## src/hw/rtl/fnic_pkg.sv

```systemverilog
`timescale 1ns / 1ps
// ----------------------------------------------------------------------------
// fnic_pkg
// Format codes, table lookups and shared types for the float to
// normalized integer converter.
// ----------------------------------------------------------------------------
package fnic_pkg;

   localparam int unsigned FmtWidth = 3;
   localparam int unsigned FloatWidth = 32;
   localparam int unsigned NormWidth = 24;
   localparam int unsigned ProdWidth = 56;

   localparam logic [7:0] ExpOne = 8'h7F;
   localparam logic [7:0] ExpMax = 8'hFF;
   localparam logic [9:0] ShiftBase = 10'd170;
   localparam logic [ProdWidth-1:0] RoundHalf = 56'h800;

   typedef enum logic [FmtWidth-1:0] {
      FMT_UN24 = 3'd0,
      FMT_UN16 = 3'd1,
      FMT_UN10 = 3'd2,
      FMT_UN8  = 3'd3,
      FMT_UN2  = 3'd4,
      FMT_SN24 = 3'd5,
      FMT_SN16 = 3'd6,
      FMT_SN8  = 3'd7
   } fmt_type;

   // Format properties for one item.
   typedef struct packed {
      logic                 is_signed;
      logic [4:0]           mag_bits;
      logic [NormWidth-1:0] nmask;
      logic [NormWidth-1:0] maxmag;
   } fmt_info_type;

   // Saturation / special-case result.
   typedef struct packed {
      logic                 hit;
      logic [NormWidth-1:0] value;
   } special_type;

   function automatic fmt_info_type fmt_info(input fmt_type fmt);
      fmt_info_type info;
      info = '0;
      unique case (fmt)
         FMT_UN24: begin info.mag_bits = 5'd24; info.nmask = 24'hFFFFFF; end
         FMT_UN16: begin info.mag_bits = 5'd16; info.nmask = 24'h00FFFF; end
         FMT_UN10: begin info.mag_bits = 5'd10; info.nmask = 24'h0003FF; end
         FMT_UN8:  begin info.mag_bits = 5'd8;  info.nmask = 24'h0000FF; end
         FMT_UN2:  begin info.mag_bits = 5'd2;  info.nmask = 24'h000003; end
         FMT_SN24: begin info.mag_bits = 5'd23; info.nmask = 24'hFFFFFF; end
         FMT_SN16: begin info.mag_bits = 5'd15; info.nmask = 24'h00FFFF; end
         FMT_SN8:  begin info.mag_bits = 5'd7;  info.nmask = 24'h0000FF; end
         default:  begin info.mag_bits = 5'd24; info.nmask = 24'hFFFFFF; end
      endcase
      info.is_signed = (fmt == FMT_SN24) || (fmt == FMT_SN16) || (fmt == FMT_SN8);
      info.maxmag = (24'd1 << info.mag_bits) - 24'd1;
      return info;
   endfunction

endpackage

```

## src/hw/rtl/fnic_special.sv

```systemverilog
`timescale 1ns / 1ps
// ----------------------------------------------------------------------------
// fnic_special
// Detects zeros, denormals, out-of-range values, infinities and NaNs and
// gives their saturated result.
// ----------------------------------------------------------------------------
module fnic_special
   import fnic_pkg::*;
(
   input  fmt_info_type          info,
   input  logic [FloatWidth-1:0] float_bits,
   output special_type           special
);

   logic                 sign;
   logic [7:0]           ex;
   logic                 frac_zero;
   logic [NormWidth-1:0] negmax;

   assign sign = float_bits[31];
   assign ex = float_bits[30:23];
   assign frac_zero = (float_bits[22:0] == 23'd0);
   assign negmax = (24'd0 - info.maxmag) & info.nmask;

   always_comb begin
      special = '0;
      if (!info.is_signed) begin
         if (ex >= ExpOne) begin
            special.hit = 1'b1;
            special.value = (sign && (ex != ExpMax || frac_zero)) ? '0 : info.maxmag;
         end else if (sign || ex == 8'd0) begin
            special.hit = 1'b1;
         end
      end else begin
         if (ex == 8'd0) begin
            special.hit = 1'b1;
         end else if (ex >= ExpOne) begin
            special.hit = 1'b1;
            if (ex == ExpMax) special.value = (frac_zero && sign) ? negmax : info.maxmag;
            else              special.value = sign ? negmax : info.maxmag;
         end
      end
   end

endmodule

```

## src/hw/rtl/fnic_scale.sv

```systemverilog
`timescale 1ns / 1ps
// ----------------------------------------------------------------------------
// fnic_scale
// Scales the significand by (2^M-1), aligns with sticky, rounds half away
// from zero and applies the sign.
// ----------------------------------------------------------------------------
module fnic_scale
   import fnic_pkg::*;
(
   input  fmt_info_type          info,
   input  logic [FloatWidth-1:0] float_bits,
   output logic [NormWidth-1:0]  norm_value
);

   logic [23:0]          sig;
   logic [ProdWidth-1:0] prod;
   logic [9:0]           shift_amt;
   logic                 far;
   logic [5:0]           shift_lo;
   logic [ProdWidth-1:0] lost_mask;
   logic [ProdWidth-1:0] aligned;
   logic [ProdWidth-1:0] rounded;
   logic [NormWidth-1:0] mag;

   assign sig = {1'b1, float_bits[22:0]};
   // sig * (2^32 - 2^(32-M)) as a difference of two shifts
   assign prod = ({32'd0, sig} << 32) - ({32'd0, sig} << (6'd32 - {1'b0, info.mag_bits}));
   assign shift_amt = ShiftBase - {5'd0, info.mag_bits} - {2'd0, float_bits[30:23]};
   assign far = (shift_amt >= 10'd56);
   assign shift_lo = shift_amt[5:0];
   assign lost_mask = (56'd1 << shift_lo) - 56'd1;

   always_comb begin
      if (far) aligned = {55'd0, (prod != '0)};
      else     aligned = (prod >> shift_lo) | {55'd0, ((prod & lost_mask) != '0)};
   end

   assign rounded = aligned + RoundHalf;
   assign mag = rounded[35:12];

   assign norm_value = float_bits[31] ? ((24'd0 - mag) & info.nmask) : (mag & info.nmask);

endmodule

```

## src/hw/rtl/float_to_normalized_int_core.sv

```systemverilog
`timescale 1ns / 1ps
// ----------------------------------------------------------------------------
// float_to_normalized_int_core
// Converts single-precision bit patterns to UNORM/SNORM integers.
// ----------------------------------------------------------------------------
// Usage:
//   Input channel req_*: req_tdata carries the float bit pattern, req_tuser
//   the target format (un24, un16, un10, un8, un2, sn24, sn16, sn8).
//   Result channel rsp_*: rsp_tdata carries the N-bit result, zero-extended
//   to 24 bits (signed formats in two's complement within N bits).
//   Every input item yields exactly one result item, in order.
// Pipeline and throughput:
//   An accepted item passes the input register, then the conversion logic
//   feeding the result register, where rsp_tvalid rises. One item per cycle
//   is sustained while rsp_tready stays high; the rate is set by the
//   single-pass datapath, with no iterative unit.
// Reset:
//   reset (synchronous, active high) empties both stages; nothing else is
//   held since the block is stateless.
// Stall:
//   When rsp_tready is low with a result pending, both stages hold and
//   req_tready drops once the input register is full as well.
// ----------------------------------------------------------------------------
module float_to_normalized_int_core
   import fnic_pkg::*;
(
   input  logic                  clock,
   input  logic                  reset,
   input  logic                  req_tvalid,
   output logic                  req_tready,
   input  logic [FloatWidth-1:0] req_tdata,   // [31:0] float_bits
   input  logic [FmtWidth-1:0]   req_tuser,   // [2:0] req_type
   output logic                  rsp_tvalid,
   input  logic                  rsp_tready,
   output logic [NormWidth-1:0]  rsp_tdata    // [23:0] norm_value
);

   logic                  in_valid_ff, in_valid_in;
   logic [FloatWidth-1:0] in_bits_ff;
   fmt_type               in_fmt_ff;
   logic                  rsp_valid_ff, rsp_valid_in;
   logic [NormWidth-1:0]  rsp_data_ff, rsp_data_in;

   logic         advance;
   fmt_info_type info;
   special_type  special;
   logic [NormWidth-1:0] scaled;

   // Move the input stage forward whenever the result register is free or drains.
   assign advance = !rsp_valid_ff || rsp_tready;
   assign req_tready = !in_valid_ff || advance;

   assign info = fmt_info(in_fmt_ff);

   fnic_special u_special (
      .info       (info),
      .float_bits (in_bits_ff),
      .special    (special)
   );

   fnic_scale u_scale (
      .info       (info),
      .float_bits (in_bits_ff),
      .norm_value (scaled)
   );

   // Special cases override the scaled value.
   assign rsp_data_in = special.hit ? special.value : scaled;

   always_comb begin
      in_valid_in = in_valid_ff;
      if (req_tready) in_valid_in = req_tvalid;
      rsp_valid_in = rsp_valid_ff;
      if (advance) rsp_valid_in = in_valid_ff;
   end

   always_ff @(posedge clock) begin
      if (reset) begin
         in_valid_ff <= 1'b0;
         rsp_valid_ff <= 1'b0;
      end else begin
         in_valid_ff <= in_valid_in;
         rsp_valid_ff <= rsp_valid_in;
      end
   end

   // Payload registers: capture on handshake, hold while stalled.
   always_ff @(posedge clock) begin
      if (req_tready && req_tvalid) begin
         in_bits_ff <= req_tdata;
         in_fmt_ff <= fmt_type'(req_tuser);
      end
      if (advance && in_valid_ff) begin
         rsp_data_ff <= rsp_data_in;
      end
   end

   assign rsp_tvalid = rsp_valid_ff;
   assign rsp_tdata = rsp_data_ff;

endmodule
```

## config.mk

```make
export PLATFORM = sky130hd
export DESIGN_NAME = float_to_normalized_int_core
export DESIGN_NICKNAME = d
export VERILOG_FILES = /design/src/hw/rtl/fnic_pkg.sv /design/src/hw/rtl/fnic_special.sv /design/src/hw/rtl/fnic_scale.sv /design/src/hw/rtl/float_to_normalized_int_core.sv
export SDC_FILE = /design/constraint.sdc
export NUM_CORES = 1
export LEC_CHECK = 0
export ABC_AREA = 1
export BUFFER_PORTS_ARGS = -buffer_cell sky130_fd_sc_hd__buf_2
export CAP_MARGIN = 10
export CORE_ASPECT_RATIO = 1.4
export CORE_UTILIZATION = 45
export CTS_BUF_LIST = sky130_fd_sc_hd__clkbuf_8
export DETAILED_ROUTE_END_ITERATION = 12
export GPL_TIMING_DRIVEN = 0
export HOLD_SLACK_MARGIN = 0.1
export SLEW_MARGIN = 20
export SYNTH_ARGS = -nofsm -noshare
export SYNTH_HDL_FRONTEND = slang
export SYNTH_SLANG_ARGS = --single-unit
```

## constraint.sdc

```tcl
create_clock -name clock -period 6.4 [get_ports clock]
set_clock_uncertainty 0.05 [all_clocks]
set_input_delay 0.96 -clock clock [delete_from_list [all_inputs] [get_ports clock]]
set_output_delay 0.96 -clock clock [all_outputs]
set_load 0.01 [all_outputs]
```

==> impl_metrics.toml, run 1 <==
[flow_run]
max-cap-violations = 0

[clock_tree]
postCtsHoldBufs = 0
cts_made_buffers = 9
cts.clk_slew.worst_paths_ns = 0.07
h-tree-depth = 3
cts_root_buf = "clkbuf_8"
clk_path_buf_depth = 2
clk-insertion-delay-late_ns = 0.36
cts_tree = "yes"
cts.sinks = 69

[routing]
firstDrtPassIters = 6
wl_per_cell_um = 21.9
postRouteAntennaNets = 0
vias = 18100
wl_um = 64300
dr.first_iter.drc_count = 1630
route.detailed.drc = 0
vias_per_cell = 6.17

[status]
status = "complete, but fails checks"
violations = "setup timing"

[setup_path]
cp-start-kind = "flip-flop"
cp.arrival_ns = 6.50
cpMostUsedCell = "nand2_2"
cp_slowest_cell = "dfxtp_4"
end_kind = "flip-flop"
slowest_delay_ns = 0.37
cp_max_fo = 10
critPathBufInv = 9
crit_family = "simple AND/OR/NAND/NOR gates"
crit_required_ns = 6.45
crit_type = "reg -> reg"

[sta]
fmax_mhz = 155
hold_viol = 0
fin_hold_ws_ns = 0.472
setup_viol = 1
setup_ws_ns = -0.0497
min_period_over_period_pct = 101
period_minus_slack_ns = 6.45
slew_headroom_pct = 36.9
final_max_slew_viol_count = 0
tightestPinTransition_ns = 0.943

[layout]
nets = 2650
areaGrowthSynthToFinish_pct = 33.3
fillCellCount = 2762
final_cell_mix = "nand2_1 (568), nand3_1 (517), inv_1 (202), nor2_1 (146), nand3_2 (134)"
final_common_cell = "nand2_1"
drive_gt1_share_pct = 29.4
num_antenna_cells = 0

[place]
io_buffers = 64
dp.final_hpwl_um = 50800
gp_congestion = 1.07
place_ws_ns = -2.27

[logic_synthesis]
synth_edf_count = 59
async_reset_ff_share_pct = 0
yosysWarnings = 0
ys.flop_type = "edfxtp_1"
synth-seq-cells = 69
synth_cell_types = 56
syn_inst = 2384
synth.yosys.seq_area_share_pct = 14.9
synth_area_per_cell_sq_um = 5.54
synth_nets = 2476
syn_area_sq_um = 13200

[die]
die_h_um = 205
rows = 73
die_w_um = 147
ios = 65
initial_core_util_pct = 46.2
core_sq_um = 28600
die-area_sq_um = 30000

[power_and_ir_drop]
switchingPower_mw = 4.26
combPwrFrac_pct = 87.1
p_sw_share_pct = 61.8
p_per_area_nw_per_um2 = 392
p_clk_share_pct = 4.5
p_leak_nw = 8.18
power.internal_mw = 2.64
pwr-share-seq_pct = 8.4
vdd_ir_drop_max_mv = 0.216

[global_routing]
grt_pass1_vias = 16200
antenna_found_initial = 0
grt_max_degree = 37
grt_pass1_wl_um = 91200
gr-total-overflow = 0
track_usage_pct = 39.8

[worst_hold_path]
worstHoldPathType = "reg -> reg"
synth_stat cells, types with 5 or more instances:
| cell type | instances | area share [%] |
|---|---|---|
| o221ai_1 | 5 | 0.33 |
| o21bai_1 | 5 | 0.28 |
| o22ai_1 | 5 | 0.24 |
| edfxtp_1 | 59 | 13 |
| nand4_1 | 18 | 0.85 |
| nor3_1 | 31 | 1.2 |
| nor2_1 | 197 | 5.6 |
| buf_1 | 15 | 0.43 |
| nand2_2 | 28 | 1.3 |
| nor2_2 | 26 | 1.2 |
| ha_1 | 52 | 4.9 |
| dfxtp_1 | 10 | 1.5 |
| o21a_1 | 5 | 0.28 |
| o211ai_1 | 13 | 0.74 |
| o21ai_1 | 16 | 0.61 |
| or2_2 | 6 | 0.28 |
| a21oi_1 | 54 | 2.0 |
| xor2_1 | 23 | 1.5 |
| clkbuf_1 | 30 | 0.85 |
| clkinv_1 | 7 | 0.20 |
| a31oi_1 | 17 | 0.81 |
| nand3b_1 | 7 | 0.40 |
| buf_4 | 5 | 0.28 |
| nand3_2 | 16 | 1.2 |
| o21ai_0 | 64 | 2.4 |
| nand3_1 | 652 | 25 |
| xnor2_1 | 13 | 0.86 |
| buf_2 | 33 | 1.3 |
| inv_1 | 223 | 6.3 |
| nor4_1 | 11 | 0.52 |
| inv_2 | 31 | 0.88 |
| nand2_1 | 658 | 19 |
| nor2_4 | 5 | 0.43 |
| o2111ai_1 | 5 | 0.33 |
through the flow:
stage	power [mW]	util [%]	cell area (sq um)	setup TNS, ns	instances
2_1_floorplan	3.75	-	13200	0	2384
3_3_place_gp	5.05	48.9	14000	-46.46	2823
3_5_place_dp	5.07	49.0	14000	-47.21	2823
4_1_cts	5.88	54.7	15600	0	2882
5_1_grt	7.29	61.6	17600	-1.60	2937
6_report	6.89	61.6	17600	-0.0497	2937
registers in the layout, summed over array words and instances (netlist names):
signal       cells
rsp_tvalid       1
in_bits_ff      32
in_fmt_ff        3
in_valid_ff      1
rsp_tdata       24
info             8
worst register-to-register path: cells and delay by family, from the launching register on:
| kind | cells | cell delay [ns] |
|---|---|---|
| AND/OR/NAND/NOR | 23 | 3.32 |
| AO/OA/AOI/OAI | 4 | 0.76 |
| flip-flops | 1 | 0.37 |
| adder cells (fa/ha/maj) | 2 | 0.51 |
| buffers and inverters | 9 | 1.22 |
power by group through the flow:
| stage | Combinational (mW) | Clock [mW] | Sequential, mW |
|---|---|---|---|
| floorplan | 3.17 | 0 | 0.580 |
| global placement | 4.46 | 0 | 0.586 |
| detailed placement | 4.48 | 0 | 0.586 |
| CTS | 4.99 | 0.308 | 0.576 |
| global route | 6.38 | 0.320 | 0.580 |
| finish | 6.01 | 0.307 | 0.580 |
final timing paths:
path	startpoint	to	slack, ns	cells past startpoint
setup reg to reg	info[50]$_SDFF_PN0_	rsp_tdata[20]$_DFFE_PP_	-0.05	38
hold reg to reg	in_valid_ff$_SDFFE_PP0N_	rsp_tvalid$_SDFFE_PP0P_	0.47	2
setup / recovery	info[50]$_SDFF_PN0_	rsp_tdata[20]$_DFFE_PP_	-0.05	38
hold / removal	in_valid_ff$_SDFFE_PP0N_	rsp_tvalid$_SDFFE_PP0P_	0.47	2
kinds of logic (layout without fill, tap and decap cells):
| logic type | Yosys count | after routing | share of synthesized area (%) |
|---|---|---|---|
| buffers and inverters | 348 | 526 | 10.6 |
| xor gates and xnor gates | 36 | 36 | 2.39 |
| and+or+nand+nor | 1668 | 1668 | 57.6 |
| AOI/OAI and AO/OA | 210 | 210 | 9.44 |
| adders and majority gates | 53 | 53 | 5.08 |
| DFF | 69 | 69 | 14.9 |
routing by layer:
| layer | GRT usage (%) | up-vias | wire [um] |
|---|---|---|---|
| met3 | 4.79 | 338 | 4200 |
| met4 | 34.7 | 0 | 6510 |
| met1 | 42.5 | 8422 | 22800 |
| met5 | 0 | - | 0 |
| li1 | - | 8390 | - |
| met2 | 69.3 | 984 | 30800 |
cell type report:
| type | count | area, sq um | share of cell area, % |
|---|---|---|---|
| tap | 375 | 469 | 2.67 |
| timing repair buffer | 163 | 1120 | 6.39 |
| inverter | 262 | 1020 | 5.81 |
| sequential | 69 | 1980 | 11.2 |
| clock inverter | 6 | 32.5 | 0.185 |
| multi-input combinational | 1967 | 12300 | 69.7 |
| buffer | 86 | 591 | 3.36 |
| clock buffer | 9 | 124 | 0.704 |
repair_timing:
item / CTS / global route
resized for setup: 269 / 362
cloned: 2 / 0
pin swaps: 44 / 139
setup buffers: 42 / 55
hold endpoints to repair: 0 / 0
setup endpoints to repair: 24 / 21
No activity file was read; power rests on OpenSTA's default activity.
==> inputs of run 2 (changes only) <==
PLACE_DENSITY = 0.74   (was default)
==> run 2 against run 1 <==
The flow now finishes without violations. Worst hold slack improved by 0.013 ns. Combinational power fell by 5.5%. Die area did not move.
==> impl_metrics.toml, run 2 (synthesis results as in run 1) <==
[clock_tree]
clk_path_buf_depth = 2
h-tree-depth = 3
cts.clk_slew.worst_paths_ns = 0.09
cts_tree = "yes"
cts_made_buffers = 9
cts.sinks = 69
clk-insertion-delay-late_ns = 0.40
cts_root_buf = "clkbuf_8"

[global_routing]
antenna_found_initial = 1
gr-total-overflow = 0
grt_pass1_wl_um = 92400
grt_max_degree = 37
grt_pass1_vias = 16400
track_usage_pct = 40.5

[setup_path]
worstReg2RegStart = "info[50]$_SDFF_PN0_"
cp-start-kind = "flip-flop"
cpMostUsedCell = "nand2_1"
end_kind = "flip-flop"
r2r_slack_ns = 0.09
reg2regPathDepth = 44
cp-startpoint = "info[50]$_SDFF_PN0_"
crit_required_ns = 6.51
slowest_delay_ns = 0.37
cp_max_fo = 10
cp.arrival_ns = 6.42
cp_slowest_cell = "dfxtp_4"
crit_type = "reg -> reg"
timing.rr.end = "rsp_tdata[20]$_DFFE_PP_"

[routing]
dr.first_iter.drc_count = 1725
route.detailed.drc = 0
wl_per_cell_um = 21.8
postRouteAntennaNets = 0
wl_um = 63400
vias_per_cell = 6.16
vias = 17900
firstDrtPassIters = 6

[place]
gp_congestion = 1.07
io_buffers = 64
dp.final_hpwl_um = 50000
place_ws_ns = -2.35

[worst_hold_path]
worstHoldPathType = "reg -> reg"
min_path_cells = 2
min_from = "rsp_tvalid$_SDFFE_PP0P_"
min_to = "rsp_tvalid$_SDFFE_PP0P_"

[die]
initial_core_util_pct = 46.2
die_h_um = 205
rows = 73
core_sq_um = 28600
die_w_um = 147
ios = 65
die-area_sq_um = 30000

[power_and_ir_drop]
total_power_mw = 6.68
vdd_ir_drop_max_mv = 0.225
p_leak_nw = 7.99
p_per_area_nw_per_um2 = 391

[sta]
fmax_mhz = 159
slew_headroom_pct = 41.3
period_minus_slack_ns = 6.31
setup_viol = 0
setup_ws_ns = 0.0915
min_period_over_period_pct = 98.6
hold_viol = 0
tightestPinTransition_ns = 0.875
final_max_slew_viol_count = 0

[layout]
regMostFlops = "in_bits_ff"
nets = 2623
num_antenna_cells = 0
final_cell_mix = "nand2_1 (596), nand3_1 (543), inv_1 (201), nor2_1 (158), nand3_2 (109)"
largest_reg_flops = 32
areaGrowthSynthToFinish_pct = 29.4
final_common_cell = "nand2_1"
drive_gt1_share_pct = 25.9

[flow_run]
max-cap-violations = 0

[status]
status = "complete, no violations"
-- run 2: changes by cell type in the layout (fill, tap and decap cells not counted), moves of 10 or more --
cell / before / now
buf_4: 101 / 70
nand2_2: 92 / 78
nor2_4: 37 / 27
nand2_4: 29 / 15
nand2_1: 568 / 596
nand3_1: 517 / 543
nor2_1: 146 / 158
nand3_2: 134 / 109
-- run 2: what timing repair did --
item	CTS	global route
resized for setup	227	304
cloned	1	3
hold buffers	0	0
setup endpoints to repair	24	22
pin swaps	28	94
setup buffers	25	43
-- run 2: layer usage --
| metal | vias up | part of all wire [%] | GRT usage (%) |
|---|---|---|---|
| met2 | 1011 | 46 | 68.3 |
| met1 | 8259 | 37 | 45.3 |
| met4 | 2 | 9.2 | 32.8 |
| li1 | 8325 | - | - |
| met5 | - | 0.021 | 0 |
| met3 | 339 | 7.4 | 6.21 |
-- run 2: layout make-up --
cell class | count | area [sq um]
multi-input cells | 1967 | 11800
fillers | 2842 | 11500
flip-flops and latches | 69 | 1980
inverters | 262 | 1020
repair buffers | 137 | 986
plain buffers | 85 | 623
well taps | 375 | 469
clock buffers | 9 | 124
clock inverters | 7 | 105
-- run 2: how the worst max path moves through the flow --
stage	to	slack [ns]
CTS	rsp_tdata[20]$_DFFE_PP_	0.003
global route	rsp_tdata[20]$_DFFE_PP_	-0.17
finish	rsp_tdata[20]$_DFFE_PP_	0.09
detailed placement	rsp_tdata[20]$_DFFE_PP_	-2.35
floorplan	rsp_tdata[20]$_DFFE_PP_	0.02
global placement	rsp_tdata[20]$_DFFE_PP_	-2.42
-- run 2: stage by stage --
step / utilization, % / instance area (sq um) / TNS [ns] / hold slack (ns) / cells
final: 59.8 / 17100 / 0 / 0.485 / 2911
after CTS: 53.9 / 15400 / 0 / 0.486 / 2865
after floorplan: - / 13200 / 0 / 0.395 / 2384
after detailed placement: 49.1 / 14000 / -49.96 / 0.473 / 2824
after global routing: 59.8 / 17100 / -1.23 / 0.525 / 2911
after global placement: 48.9 / 14000 / -51.78 / 0.405 / 2823
-- run 2: power breakdown --
group | leakage (nW) | internal, mW | switching (mW)
registers | 0.660 | 0.543 | 0.0325
logic | 7.22 | 1.82 | 3.85
clock network | 0.113 | 0.226 | 0.206
-- run 2: critical path, delay by kind of cell (launching register included) --
kind | cells | cell delay [ns]
adder cells (fa/ha/maj) | 4 | 0.81
AND/OR/NAND/NOR | 32 | 3.67
flip-flops | 1 | 0.37
buffers and inverters | 7 | 0.79
AO/OA/AOI/OAI | 1 | 0.33
